File: config.mk
export PLATFORM = sky130hd
export DESIGN_NAME = fraction_add_reduce_compare
export DESIGN_NICKNAME = d
export VERILOG_FILES = /design/src/sv/frac_pkg.sv /design/src/sv/frac_ctrl.sv /design/src/sv/frac_dp.sv /design/src/sv/fraction_add_reduce_compare.sv
export SDC_FILE = /design/constraint.sdc
export NUM_CORES = 2
export LEC_CHECK = 0
export ABC_AREA = 1
export BUFFER_PORTS_ARGS = -buffer_cell sky130_fd_sc_hd__clkbuf_2
export CAP_MARGIN = 10
export CORE_UTILIZATION = 60
export CTS_CLUSTER_SIZE = 20
export DETAILED_ROUTE_END_ITERATION = 8
export PLACE_DENSITY = 0.78
export SYNTH_ARGS = -nofsm -noshare
export SYNTH_HDL_FRONTEND = slang
export SYNTH_SLANG_ARGS = --single-unit
File: constraint.sdc
create_clock -name i_clk -period 26.1 [get_ports i_clk]
set_input_delay 3.915 -clock i_clk [delete_from_list [all_inputs] [get_ports i_clk]]
set_output_delay 3.915 -clock i_clk [all_outputs]
set_load 0.03 [all_outputs]
File: src/sv/frac_pkg.sv
// Shared types, constants and command/status structs for the fraction unit.
`default_nettype none

package frac_pkg;

    // Operand width actually used from each fraction field (8 to 31).
    localparam int OPERAND_BITS = 31;

    // Fixed field widths of the transaction payloads.
    localparam int FIELD_W = 31;
    localparam int NUM_W   = 63;
    localparam int DEN_W   = 62;
    localparam int PROD_W  = 2 * OPERAND_BITS;
    localparam int K_W     = $clog2(NUM_W);
    localparam int CNT_W   = $clog2(NUM_W + 1);

    // Operation codes.
    localparam logic [1:0] OP_REDUCE = 2'd0;
    localparam logic [1:0] OP_ADD    = 2'd1;
    localparam logic [1:0] OP_CMP    = 2'd2;

    typedef struct packed {
        logic [1:0]         op;
        logic [FIELD_W-1:0] a_num;
        logic [FIELD_W-1:0] a_den;
        logic [FIELD_W-1:0] b_num;
        logic [FIELD_W-1:0] b_den;
    } t_in;

    typedef struct packed {
        logic [NUM_W-1:0] res_num;
        logic [DEN_W-1:0] res_den;
        logic             less;
    } t_out;

    typedef enum logic [3:0] {
        ST_IDLE,
        ST_DECODE,
        ST_GCD,
        ST_DIV,
        ST_MUL1,
        ST_MUL2,
        ST_MUL3,
        ST_SUM,
        ST_SUM_CHK,
        ST_MUL_CMP,
        ST_CMP
    } t_state;

    // Operand pair that the GCD loop and the divider work on.
    typedef enum logic [1:0] {
        SRC_A,
        SRC_DEN,
        SRC_SUM
    } t_src;

    typedef enum logic [2:0] {
        MUL_NONE,
        MUL_L,
        MUL_T1,
        MUL_T2,
        MUL_X1,
        MUL_X2
    } t_mul_sel;

    typedef enum logic [2:0] {
        RES_NONE,
        RES_PASS,
        RES_ZERO,
        RES_QUO,
        RES_SUMZ,
        RES_LESS
    } t_res_sel;

    typedef struct packed {
        logic     capture;
        logic     gcd_init;
        logic     gcd_step;
        t_src     src;
        logic     div_init;
        logic     div_step;
        t_mul_sel mul;
        logic     sum_en;
        t_res_sel res;
    } t_dp_cmd;

    typedef struct packed {
        logic [1:0] op;
        logic       a_num_zero;
        logic       a_den_zero;
        logic       b_den_zero;
        logic       gcd_done;
        logic       div_done;
        logic       sum_zero;
    } t_dp_stat;

endpackage

`default_nettype wire

File: src/sv/frac_ctrl.sv
// Sequencing state machine of the fraction unit.
`default_nettype none

module frac_ctrl (
    input  wire                      i_clk,
    input  wire                      i_rst_n,
    input  wire                      i_start,
    input  frac_pkg::t_dp_stat       i_stat,
    output frac_pkg::t_dp_cmd        o_cmd,
    output logic                     o_busy
);

    frac_pkg::t_state r_state;
    frac_pkg::t_state n_state;
    frac_pkg::t_src   r_src;
    frac_pkg::t_src   n_src;

    always_ff @(posedge i_clk) begin
        if (!i_rst_n) begin
            r_state <= frac_pkg::ST_IDLE;
            r_src   <= frac_pkg::SRC_A;
        end else begin
            r_state <= n_state;
            r_src   <= n_src;
        end
    end

    // Next state.
    always_comb begin
        n_state = r_state;
        n_src   = r_src;
        unique case (r_state)
            frac_pkg::ST_IDLE: begin
                if (i_start) begin
                    n_state = frac_pkg::ST_DECODE;
                end
            end
            frac_pkg::ST_DECODE: begin
                unique case (i_stat.op)
                    frac_pkg::OP_REDUCE: begin
                        if (i_stat.a_num_zero || i_stat.a_den_zero) begin
                            n_state = frac_pkg::ST_IDLE;
                        end else begin
                            n_state = frac_pkg::ST_GCD;
                            n_src   = frac_pkg::SRC_A;
                        end
                    end
                    frac_pkg::OP_ADD: begin
                        if (i_stat.a_den_zero || i_stat.b_den_zero) begin
                            n_state = frac_pkg::ST_IDLE;
                        end else begin
                            n_state = frac_pkg::ST_GCD;
                            n_src   = frac_pkg::SRC_DEN;
                        end
                    end
                    frac_pkg::OP_CMP: begin
                        n_state = frac_pkg::ST_MUL_CMP;
                    end
                    default: begin
                        n_state = frac_pkg::ST_IDLE;
                    end
                endcase
            end
            frac_pkg::ST_GCD: begin
                if (i_stat.gcd_done) begin
                    n_state = frac_pkg::ST_DIV;
                end
            end
            frac_pkg::ST_DIV: begin
                if (i_stat.div_done) begin
                    n_state = (r_src == frac_pkg::SRC_DEN) ? frac_pkg::ST_MUL1
                                                           : frac_pkg::ST_IDLE;
                end
            end
            frac_pkg::ST_MUL1:    n_state = frac_pkg::ST_MUL2;
            frac_pkg::ST_MUL2:    n_state = frac_pkg::ST_MUL3;
            frac_pkg::ST_MUL3:    n_state = frac_pkg::ST_SUM;
            frac_pkg::ST_SUM:     n_state = frac_pkg::ST_SUM_CHK;
            frac_pkg::ST_SUM_CHK: begin
                if (i_stat.sum_zero) begin
                    n_state = frac_pkg::ST_IDLE;
                end else begin
                    n_state = frac_pkg::ST_GCD;
                    n_src   = frac_pkg::SRC_SUM;
                end
            end
            frac_pkg::ST_MUL_CMP: n_state = frac_pkg::ST_CMP;
            frac_pkg::ST_CMP:     n_state = frac_pkg::ST_IDLE;
            default:              n_state = frac_pkg::ST_IDLE;
        endcase
    end

    // Datapath commands.
    always_comb begin
        o_cmd          = '0;
        o_cmd.src      = r_src;
        o_cmd.mul      = frac_pkg::MUL_NONE;
        o_cmd.res      = frac_pkg::RES_NONE;
        unique case (r_state)
            frac_pkg::ST_IDLE: begin
                o_cmd.capture = i_start;
            end
            frac_pkg::ST_DECODE: begin
                unique case (i_stat.op)
                    frac_pkg::OP_REDUCE: begin
                        if (i_stat.a_num_zero || i_stat.a_den_zero) begin
                            o_cmd.res = frac_pkg::RES_PASS;
                        end else begin
                            o_cmd.gcd_init = 1'b1;
                            o_cmd.src      = frac_pkg::SRC_A;
                        end
                    end
                    frac_pkg::OP_ADD: begin
                        if (i_stat.a_den_zero || i_stat.b_den_zero) begin
                            o_cmd.res = frac_pkg::RES_ZERO;
                        end else begin
                            o_cmd.gcd_init = 1'b1;
                            o_cmd.src      = frac_pkg::SRC_DEN;
                        end
                    end
                    frac_pkg::OP_CMP: begin
                        o_cmd.mul = frac_pkg::MUL_X1;
                    end
                    default: begin
                        o_cmd.res = frac_pkg::RES_ZERO;
                    end
                endcase
            end
            frac_pkg::ST_GCD: begin
                if (i_stat.gcd_done) begin
                    o_cmd.div_init = 1'b1;
                end else begin
                    o_cmd.gcd_step = 1'b1;
                end
            end
            frac_pkg::ST_DIV: begin
                if (!i_stat.div_done) begin
                    o_cmd.div_step = 1'b1;
                end else if (r_src != frac_pkg::SRC_DEN) begin
                    o_cmd.res = frac_pkg::RES_QUO;
                end
            end
            frac_pkg::ST_MUL1:    o_cmd.mul = frac_pkg::MUL_L;
            frac_pkg::ST_MUL2:    o_cmd.mul = frac_pkg::MUL_T1;
            frac_pkg::ST_MUL3:    o_cmd.mul = frac_pkg::MUL_T2;
            frac_pkg::ST_SUM:     o_cmd.sum_en = 1'b1;
            frac_pkg::ST_SUM_CHK: begin
                if (i_stat.sum_zero) begin
                    o_cmd.res = frac_pkg::RES_SUMZ;
                end else begin
                    o_cmd.gcd_init = 1'b1;
                    o_cmd.src      = frac_pkg::SRC_SUM;
                end
            end
            frac_pkg::ST_MUL_CMP: o_cmd.mul = frac_pkg::MUL_X2;
            frac_pkg::ST_CMP:     o_cmd.res = frac_pkg::RES_LESS;
            default: begin
                o_cmd.res = frac_pkg::RES_NONE;
            end
        endcase
    end

    assign o_busy = (r_state != frac_pkg::ST_IDLE);

endmodule

`default_nettype wire

File: src/sv/frac_dp.sv
// Datapath of the fraction unit: binary GCD, two-lane divider, multiplier, result register.
`default_nettype none

module frac_dp (
    input  wire                  i_clk,
    input  wire                  i_rst_n,
    input  frac_pkg::t_in        i_in,
    input  frac_pkg::t_dp_cmd    i_cmd,
    output frac_pkg::t_dp_stat   o_stat,
    output frac_pkg::t_out       o_res,
    output logic                 o_done
);

    localparam int OB = frac_pkg::OPERAND_BITS;
    localparam int NW = frac_pkg::NUM_W;
    localparam int DW = frac_pkg::DEN_W;

    // Captured operands.
    logic [1:0]    r_op;
    logic [OB-1:0] r_an, r_ad, r_bn, r_bd;

    // GCD loop.
    logic [NW-1:0]             r_u, r_v;
    logic [frac_pkg::K_W-1:0]  r_k;

    // Divider: two lanes sharing one divisor.
    logic [NW-1:0]              r_dvs;
    logic [NW-1:0]              r_dq0, r_dq1;
    logic [NW-1:0]              r_rem0, r_rem1;
    logic [frac_pkg::CNT_W-1:0] r_dcnt;

    // Products and sum.
    logic [DW-1:0] r_m0, r_m1, r_m2;
    logic [NW-1:0] r_s;

    frac_pkg::t_out r_res;
    logic           r_done;

    logic [NW-1:0]     src_x, src_y;
    logic              src_short;
    logic [NW-1:0]     gcd_val;
    logic [NW:0]       rs0, rs1;
    logic              ge0, ge1;
    logic [NW:0]       rd0, rd1;
    logic [OB-1:0]     ma, mb;
    logic [frac_pkg::PROD_W-1:0] prod;

    // Operand pair selection for the GCD loop and the divider.
    always_comb begin
        case (i_cmd.src)
            frac_pkg::SRC_A: begin
                src_x = NW'(r_an);
                src_y = NW'(r_ad);
            end
            frac_pkg::SRC_DEN: begin
                src_x = NW'(r_ad);
                src_y = NW'(r_bd);
            end
            default: begin
                src_x = r_s;
                src_y = NW'(r_m0);
            end
        endcase
        src_short = (i_cmd.src != frac_pkg::SRC_SUM);
    end

    assign gcd_val = r_u << r_k;

    // One restoring step per lane.
    assign rs0 = {r_rem0, r_dq0[NW-1]};
    assign rs1 = {r_rem1, r_dq1[NW-1]};
    assign ge0 = (rs0 >= {1'b0, r_dvs});
    assign ge1 = (rs1 >= {1'b0, r_dvs});
    assign rd0 = rs0 - {1'b0, r_dvs};
    assign rd1 = rs1 - {1'b0, r_dvs};

    // Shared multiplier.
    always_comb begin
        case (i_cmd.mul)
            frac_pkg::MUL_L: begin
                ma = r_dq0[OB-1:0];
                mb = r_bd;
            end
            frac_pkg::MUL_T1: begin
                ma = r_an;
                mb = r_dq1[OB-1:0];
            end
            frac_pkg::MUL_T2: begin
                ma = r_bn;
                mb = r_dq0[OB-1:0];
            end
            frac_pkg::MUL_X1: begin
                ma = r_an;
                mb = r_bd;
            end
            frac_pkg::MUL_X2: begin
                ma = r_bn;
                mb = r_ad;
            end
            default: begin
                ma = '0;
                mb = '0;
            end
        endcase
    end

    assign prod = ma * mb;

    always_ff @(posedge i_clk) begin
        if (i_cmd.capture) begin
            r_op <= i_in.op;
            r_an <= i_in.a_num[OB-1:0];
            r_ad <= i_in.a_den[OB-1:0];
            r_bn <= i_in.b_num[OB-1:0];
            r_bd <= i_in.b_den[OB-1:0];
        end

        // Binary GCD: halve even values, subtract and halve when both are odd.
        if (i_cmd.gcd_init) begin
            r_u <= src_x;
            r_v <= src_y;
            r_k <= '0;
        end else if (i_cmd.gcd_step) begin
            if (!r_u[0] && !r_v[0]) begin
                r_u <= r_u >> 1;
                r_v <= r_v >> 1;
                r_k <= r_k + 1'b1;
            end else if (!r_u[0]) begin
                r_u <= r_u >> 1;
            end else if (!r_v[0]) begin
                r_v <= r_v >> 1;
            end else if (r_u > r_v) begin
                r_u <= (r_u - r_v) >> 1;
            end else begin
                r_v <= (r_v - r_u) >> 1;
            end
        end

        // Short operands sit at the top of the dividend so fewer steps suffice.
        if (i_cmd.div_init) begin
            r_dvs  <= gcd_val;
            r_rem0 <= '0;
            r_rem1 <= '0;
            if (src_short) begin
                r_dq0 <= src_x << (NW - OB);
                r_dq1 <= src_y << (NW - OB);
            end else begin
                r_dq0 <= src_x;
                r_dq1 <= src_y;
            end
        end else if (i_cmd.div_step) begin
            r_rem0 <= ge0 ? rd0[NW-1:0] : rs0[NW-1:0];
            r_rem1 <= ge1 ? rd1[NW-1:0] : rs1[NW-1:0];
            r_dq0  <= {r_dq0[NW-2:0], ge0};
            r_dq1  <= {r_dq1[NW-2:0], ge1};
        end

        case (i_cmd.mul) inside
            frac_pkg::MUL_L:                    r_m0 <= DW'(prod);
            frac_pkg::MUL_T1, frac_pkg::MUL_X1: r_m1 <= DW'(prod);
            frac_pkg::MUL_T2, frac_pkg::MUL_X2: r_m2 <= DW'(prod);
            default: begin
            end
        endcase

        if (i_cmd.sum_en) begin
            r_s <= NW'(r_m1) + NW'(r_m2);
        end

        case (i_cmd.res)
            frac_pkg::RES_PASS: begin
                r_res.res_num <= NW'(r_an);
                r_res.res_den <= DW'(r_ad);
                r_res.less    <= 1'b0;
            end
            frac_pkg::RES_ZERO: begin
                r_res <= '0;
            end
            frac_pkg::RES_QUO: begin
                r_res.res_num <= r_dq0;
                r_res.res_den <= r_dq1[DW-1:0];
                r_res.less    <= 1'b0;
            end
            frac_pkg::RES_SUMZ: begin
                r_res.res_num <= '0;
                r_res.res_den <= r_m0;
                r_res.less    <= 1'b0;
            end
            frac_pkg::RES_LESS: begin
                r_res.res_num <= '0;
                r_res.res_den <= '0;
                r_res.less    <= (r_m1 < r_m2);
            end
            default: begin
            end
        endcase

        if (!i_rst_n) begin
            r_dcnt <= '0;
            r_done <= 1'b0;
        end else begin
            r_done <= (i_cmd.res != frac_pkg::RES_NONE);
            if (i_cmd.div_init) begin
                r_dcnt <= src_short ? frac_pkg::CNT_W'(OB) : frac_pkg::CNT_W'(NW);
            end else if (i_cmd.div_step) begin
                r_dcnt <= r_dcnt - 1'b1;
            end
        end
    end

    assign o_stat.op         = r_op;
    assign o_stat.a_num_zero = (r_an == '0);
    assign o_stat.a_den_zero = (r_ad == '0);
    assign o_stat.b_den_zero = (r_bd == '0);
    assign o_stat.gcd_done   = (r_u == r_v);
    assign o_stat.div_done   = (r_dcnt == '0);
    assign o_stat.sum_zero   = (r_s == '0);

    assign o_res  = r_res;
    assign o_done = r_done;

endmodule

`default_nettype wire

File: src/sv/fraction_add_reduce_compare.sv
// Top level of the fraction reduce, add and compare unit.
`default_nettype none

// Exact arithmetic on two non-negative fractions A and B, one transaction at a
// time. A transaction is taken at a rising edge where start is high and busy is
// low; its single result appears on o_res for exactly one cycle with o_done high,
// and the receiver has no way to hold it off, so it must take every strobe.
// Reduce (op 0) divides A by the GCD of its parts; add (op 1) forms the sum over
// the least common multiple of the denominators and reduces it; compare (op 2)
// sets less from exact cross products. A zero numerator is not reduced, a zero
// denominator in reduce passes A through, a zero denominator in add gives 0/0,
// and the unused op code gives all zeros.
// The pass-through and zero cases end at decode. Compare forms its two cross
// products and compares them. Reduce runs the binary GCD loop and then the
// divider; add runs the GCD loop and the divider on the denominators, three
// multiplies and the sum, then the GCD loop and the divider again on a nonzero
// sum and the least common multiple. The divider yields one quotient bit per
// cycle, and its two lanes divide numerator and denominator by the GCD at the
// same time. busy stays high while a transaction runs and falls in the cycle
// that o_done is high, so the next transaction can be taken while a result is
// being presented.

module fraction_add_reduce_compare (
    input  wire              i_clk,
    input  wire              i_rst_n,
    input  wire              start,
    input  frac_pkg::t_in    i_in,
    output logic             busy,
    output frac_pkg::t_out   o_res,
    output logic             o_done
);

    frac_pkg::t_dp_cmd  cmd;
    frac_pkg::t_dp_stat stat;

    // Sequencer: decides what the datapath does each cycle.
    frac_ctrl u_ctrl (
        .i_clk   (i_clk),
        .i_rst_n (i_rst_n),
        .i_start (start),
        .i_stat  (stat),
        .o_cmd   (cmd),
        .o_busy  (busy)
    );

    // Datapath: operand capture, GCD, divider, multiplier and result register.
    frac_dp u_dp (
        .i_clk   (i_clk),
        .i_rst_n (i_rst_n),
        .i_in    (i_in),
        .i_cmd   (cmd),
        .o_stat  (stat),
        .o_res   (o_res),
        .o_done  (o_done)
    );

`ifndef NO_ASSERTIONS
    logic accept;
    assign accept = start && !busy;

    // An accepted transaction always makes the unit busy on the next cycle.
    a_accept_busy: assert property (@(posedge i_clk) disable iff (!i_rst_n)
        accept |=> busy)
        else $error("unit not busy after an accepted transaction");

    // Result strobes never come back to back.
    a_done_gap: assert property (@(posedge i_clk) disable iff (!i_rst_n)
        o_done |=> !o_done)
        else $error("back-to-back result strobes");

    // An accepted compare always delivers its result on time.
    a_cmp_latency: assert property (@(posedge i_clk) disable iff (!i_rst_n)
        accept && (i_in.op == frac_pkg::OP_CMP) |-> ##4 o_done)
        else $error("compare result not delivered on time");

    // A result with less set carries no fraction.
    a_less_clean: assert property (@(posedge i_clk) disable iff (!i_rst_n)
        o_done && o_res.less |-> (o_res.res_num == '0) && (o_res.res_den == '0))
        else $error("compare result carries a fraction");
`endif

endmodule

`default_nettype wire

# After elaboration in Yosys (flattened, before gate mapping)
# Index checks and enable logic that the tools add are counted.
# W data, S select, Z words.
[word_totals] register_bits=961 out_inout_bits=128 wordCells=167
[classes] n_addsub=7 multipliers=1 magnitude_cmp=4 n_eq_ne=33 shift=1 muxes=64 n_bitwise=2 reduce_logical=29
[ops] cell="$mux W63" count=20
[ops] cell="$pmux W126 S5" count=1
[ops] cell="$sub A63 B63 Y63" count=4
[ops] cell="$ge A64 B63 Y1" count=2
[ops] cell="$pmux W63 S2" count=1
[ops] cell="$pmux W31 S4" count=1
[ops] cell="$pmux W62 S2" count=1
[ops] cell="$logic_not A31 Y1" count=3
[ops] cell="$pmux W31 S3" count=1
[ops] cell="$add A62 B62 Y63" count=1
[ops] cell="$eq A63 B63 Y1" count=1
[ops] cell="$gt A63 B63 Y1" count=1
[ops] cell="$logic_not A63 Y1" count=1
[ops] cell="$shl A63 B6 Y63" count=1
[ops] cell="$lt A62 B62 Y1" count=1
[ops] cell="$mul A31 B31 Y62" count=1
[ops] cell="$pmux W4 S10" count=1
[ops] cell="$mux W6" count=3
[ops] cell="$eq A4 B3 Y1 const B" count=4
[ops] cell="$mux W2" count=8
[ops] cell="$pmux W3 S5" count=1
[ops] cell="$eq A3 B2 Y1 const B" count=4
[ops] cell="$eq A3 B3 Y1 const B" count=4
[ops] cell="$eq A4 B4 Y1 const B" count=3
[ops] cell="32 further kinds" count=72

# Logic depth before layout (Yosys ltp)
[depth] ltp_word=9 mapped_depth=45 ltp_nobuf=42

# Modules after synthesis
# From an unflattened synthesis, not the netlist that was laid out.
[hier_totals] hier_cells=13944 area_unflattened_um2=102759.8
[modules_own_cells] module="frac_dp" n_inst=1 cells_each=13847 area_per_inst_um2=102221.8 seq_area_each_um2=27256.1
[modules_own_cells] module="frac_ctrl" n_inst=1 cells_each=97 area_per_inst_um2=538.0 seq_area_each_um2=120.1

# Least setup slack after synthesis
# Ideal clock, no wire load.
[synth_timing] path_kind="in2reg" start="input start" end="register u_dp.r_ad[0], enable pin" setup_ps=613 t_arrival_ps=9184 required_time_ps=25487 setup_slack_ps=16302 path_stages=2 n_path_buf=0 cell_sequence="inv_1 > nor2_1"
[synth_rtl] item="start: declaration" line_no="fraction_add_reduce_compare.sv:26" text="input wire start,"
[synth_rtl] item="end signal: assignment" line_no="frac_dp.sv:113" text="r_ad <= i_in.a_den[OB-1:0];"
[synth_rtl] item="end: declaration" line_no="frac_dp.sv:20" text="logic [OB-1:0] r_an, r_ad, r_bn, r_bd;"

# Worst setup path after layout
[layout_timing] start="register u_ctrl.r_state[2]" end="register u_dp.r_m0[48] (data pin)"
[layout_via] elab_chain_cells=6 word_cells_on_any_way=17 cone_classes="1 x mul; 10 x eq/ne; 3 x mux; 3 x reduce/logical"
[layout_rtl] item="start: declaration" line_no="frac_ctrl.sv:13" text="frac_pkg::t_state r_state;"
[layout_rtl] item="start signal: assignment" line_no="frac_ctrl.sv:20" text="r_state <= frac_pkg::ST_IDLE;"
[layout_rtl] item="start signal: assignment" line_no="frac_ctrl.sv:23" text="r_state <= n_state;"
[layout_rtl] item="$eq A4 B4 Y1 (tied with other cells)" line_no="frac_ctrl.sv:99" text="unique case (r_state)"
[layout_rtl] item="$pmux W3 S5 (*)" line_no="frac_ctrl.sv:99"
[layout_rtl] item="$eq A3 B3 Y1 (tied with other cells)" line_no="frac_dp.sv:79" text="case (i_cmd.mul)"
[layout_rtl] item="$reduce_or A2 Y1 (no line)"
[layout_rtl] item="$pmux W31 S4 / $pmux W31 S3 (equally long branches)" line_no="frac_dp.sv:79"
[layout_rtl] item="$mul A31 B31 Y62 (*)" line_no="frac_dp.sv:107" text="assign prod = ma * mb;"
[layout_rtl] item="via u_dp.prod (one bit)" line_no="frac_dp.sv:46" text="logic [frac_pkg::PROD_W-1:0] prod;"
[layout_rtl] item="end signal: assignment" line_no="frac_dp.sv:159" text="frac_pkg::MUL_L: r_m0 <= DW'(prod);"
[layout_rtl] item="end: declaration" line_no="frac_dp.sv:33" text="logic [DW-1:0] r_m0, r_m1, r_m2;"
# The timed path passes the listed nets; every way through them passes the cells marked *.
# A chain may end at the register's enable or synchronous reset.

==> flow_metrics.tcl <==
set metrics [dict create \
    required_ps 26650 \
    cts_root_buffer "clkbuf_16" \
    period_minus_slack_ps 11090 \
    grt_antenna_before_repair 37 \
    cp_max_fo 66 \
    cap_viol_max_count 0 \
    crit_type "flip-flop to flip-flop" \
    grt_pass1_vias 94500 \
    worst_pin_slew_ps 1410 \
    start_util 0.604 \
    slew_headroom 0.0493 \
    htree_levels 3 \
    io_buffers 256 \
    syn-instance-count 14400 \
    coreArea_sq_um 172000 \
    r2r-end "u_dp.r_m0[48]" \
    cts_tree "yes" \
    p_leak_nw 55.7 \
    critPathBufInv 12 \
    grt_usage 0.505 \
    hold_path_class "flip-flop to flip-flop" \
    arrival_ps 11650 \
    wire_per_inst_um 26.5 \
    clockBufferDepth 3 \
    remaining_drc_errors 10 \
    dp_hpwl_mm 352 \
    ys_seq_elements 960 \
    synth_cell_types 66 \
    grt_max_degree 96 \
    yosysSeqAreaShare 0.264 \
    area_growth_syn_to_layout_pct 6.60 \
    hold_depth 2 \
    yosysWarnings 0 \
    syn_nets 16000 \
    violations "DRC" \
    synth-edff-count 815 \
    dieArea_sq_um 174000 \
    avgSynthCellArea_sq_um 7.21 \
    worstHoldEndpoint "u_dp.r_rem1[59]" \
    path_delay_family "adder cells" \
    r2r_setup_slack_ps 15010 \
    rsz0062_at_grt "false" \
    worstSetupStartpointType "flip-flop" \
    firstDrtPassIters 9 \
    die-height_um 418 \
    vias 101000 \
    numCtsBuffers 107 \
    layout_common_cells "4,414 x nand2_1, 2,717 x inv_1, 1,399 x nor2_1" \
    nets 16000 \
    cts_setup_buffers 0 \
    globalplace.congestion 1.13 \
    power_density_nw_per_um2 62.5 \
    dieWidth_um 418 \
    finalWirelength_mm 446 \
    syn_area_sq_um 104000 \
    row_count 152 \
    fin_crit_sh 0.425 \
    placedCellCount 16600 \
    rr_worst_depth 34 \
    drv_slew 0 \
    grt_pass1_wl_mm 635 \
    setup_viol 0 \
    ios 257 \
    clock_skew_ps 98.6 \
    status "complete, but fails checks" \
    clkTransAtPathRegs_ps 70 \
    slowest_stage "o221ai_2" \
    cts_resized 0 \
    hold_buffers 0 \
    final_common_cell "nand2_1" \
    p_total_mw 6.90 \
    ir_worst_vdd_mv 0.0816 \
    dominantRegCellSynth "edfxtp_1" \
    crit_cells 34 \
    crit_start "u_ctrl.r_state[2]" \
    grt_overflow 0 \
    clock_latency_ps 840 \
    synthArstFlopShare 0 \
    clkSinkCount 960 \
    fin_tns_setup_ps 0 \
    instances_no_fill 16800 \
    detail_route.vias_per_cell 6.00 \
    critPathCaptureType "flip-flop" \
    antenna_left 0 \
    reg2reg_from "u_ctrl.r_state[2]" \
    hp-start "u_dp.r_rem1[59]" \
    max_freq_mhz 90.2 \
    drt_iter0_markers 15000 \
    crit_path_max_incr_delay_ps 780 \
    drive_gt1_frac 0.0519 \
    hold_viol 0 \
]
sequential cells by signal, summed over array words and instances, names as in the netlist, 2 cells and up:
register,count
u_dp.r_rem0,63
u_dp.r_dq1,63
u_dp.r_rem1,63
u_dp.r_op,2
u_dp.r_v,62
u_dp.r_u,63
u_ctrl.r_state,4
u_dp.r_bn,31
u_dp.r_dvs,63
u_dp.r_bd,31
u_dp.r_m0,62
u_dp.r_m1,62
u_dp.o_res,126
u_dp.r_s,63
u_dp.r_k,6
u_dp.r_m2,62
u_dp.r_ad,31
u_dp.r_dcnt,6
u_ctrl.r_src,2
u_dp.r_dq0,63
u_dp.r_an,31
through the flow:
stage          cell area (sq um)   util  setup slack (ps)  hold WS (ps)
2_1_floorplan             104000      -             16300           444
3_3_place_gp              107000  0.622             15450           464
3_5_place_dp              107000  0.622             15410           464
4_1_cts                   110000  0.643             15320           477
5_1_grt                   110000  0.643             14650           485
6_report                  110000  0.644             15010           475
area by class of cell:
type	count	area, sq um
Multi-Input combinational cell	10200	63800
Tap cell	2310	2890
Clock buffer	132	2820
Antenna cell	22	55.1
Clock inverter	70	837
Inverter	2778	10400
Fill cell	15700	61100
Sequential cell	960	27400
Timing Repair Buffer	379	2210
how the worst max path moves through the flow:
stage          slack [ps]             to
4_1_cts             15320  u_dp.r_m2[24]
3_3_place_gp        15450  u_dp.r_m1[49]
5_1_grt             14650  u_dp.r_m1[49]
3_5_place_dp        15410  u_dp.r_m1[24]
2_1_floorplan       16300   u_dp.r_ad[0]
6_report            15010  u_dp.r_m0[48]
logic make-up after synthesis:
kind of cell	share of synthesized area
compound gates	0.0852
mux	0.00493
buf+inv	0.122
fa+ha+maj	0.239
simple gates	0.265
flops	0.264
xor+xnor	0.0197
worst min-delay path, cell delays in order (launching register included):
cell	delay (ps)
dfxtp_1	320
nand2_1	70
nand2_1	40
synth_stat cells (all sizes together), types with 20 or more instances:
| cell type | count | area [sq um] |
|---|---|---|
| inv | 2764 | 10400 |
| o22ai | 46 | 338 |
| buf | 262 | 1400 |
| a21o | 31 | 233 |
| nand3 | 669 | 3390 |
| fa | 842 | 16900 |
| o211ai | 25 | 188 |
| nor4 | 20 | 131 |
| o221ai | 20 | 288 |
| edfxtp | 815 | 24500 |
| a31oi | 79 | 494 |
| mux2i | 51 | 510 |
| nor2 | 1431 | 5490 |
| or2 | 23 | 144 |
| o21bai | 65 | 488 |
| nor3 | 108 | 662 |
| xor2 | 148 | 1300 |
| clkbuf | 211 | 796 |
| a22oi | 40 | 300 |
| ha | 632 | 7910 |
| xnor2 | 85 | 744 |
| dfxtp | 145 | 2900 |
| nand4 | 120 | 751 |
| a21oi | 542 | 2730 |
| o21ai | 663 | 3320 |
| nand2 | 4431 | 16700 |
metal layers:
metal	vias up	GRT usage	part of all wire
met2	7126	0.736	0.42
met4	34	0.445	0.11
met1	47100	0.608	0.34
met5	-	0	0.00052
li1	44600	-	-
met3	2004	0.151	0.13
power breakdown:
group	leakage [nW]	internal [mW]	switching, mW
combinational	45.3	0.759	2.40
sequential	8.72	1.92	0.208
clock	1.74	0.884	0.727
(Power assumes the default switching activity.)
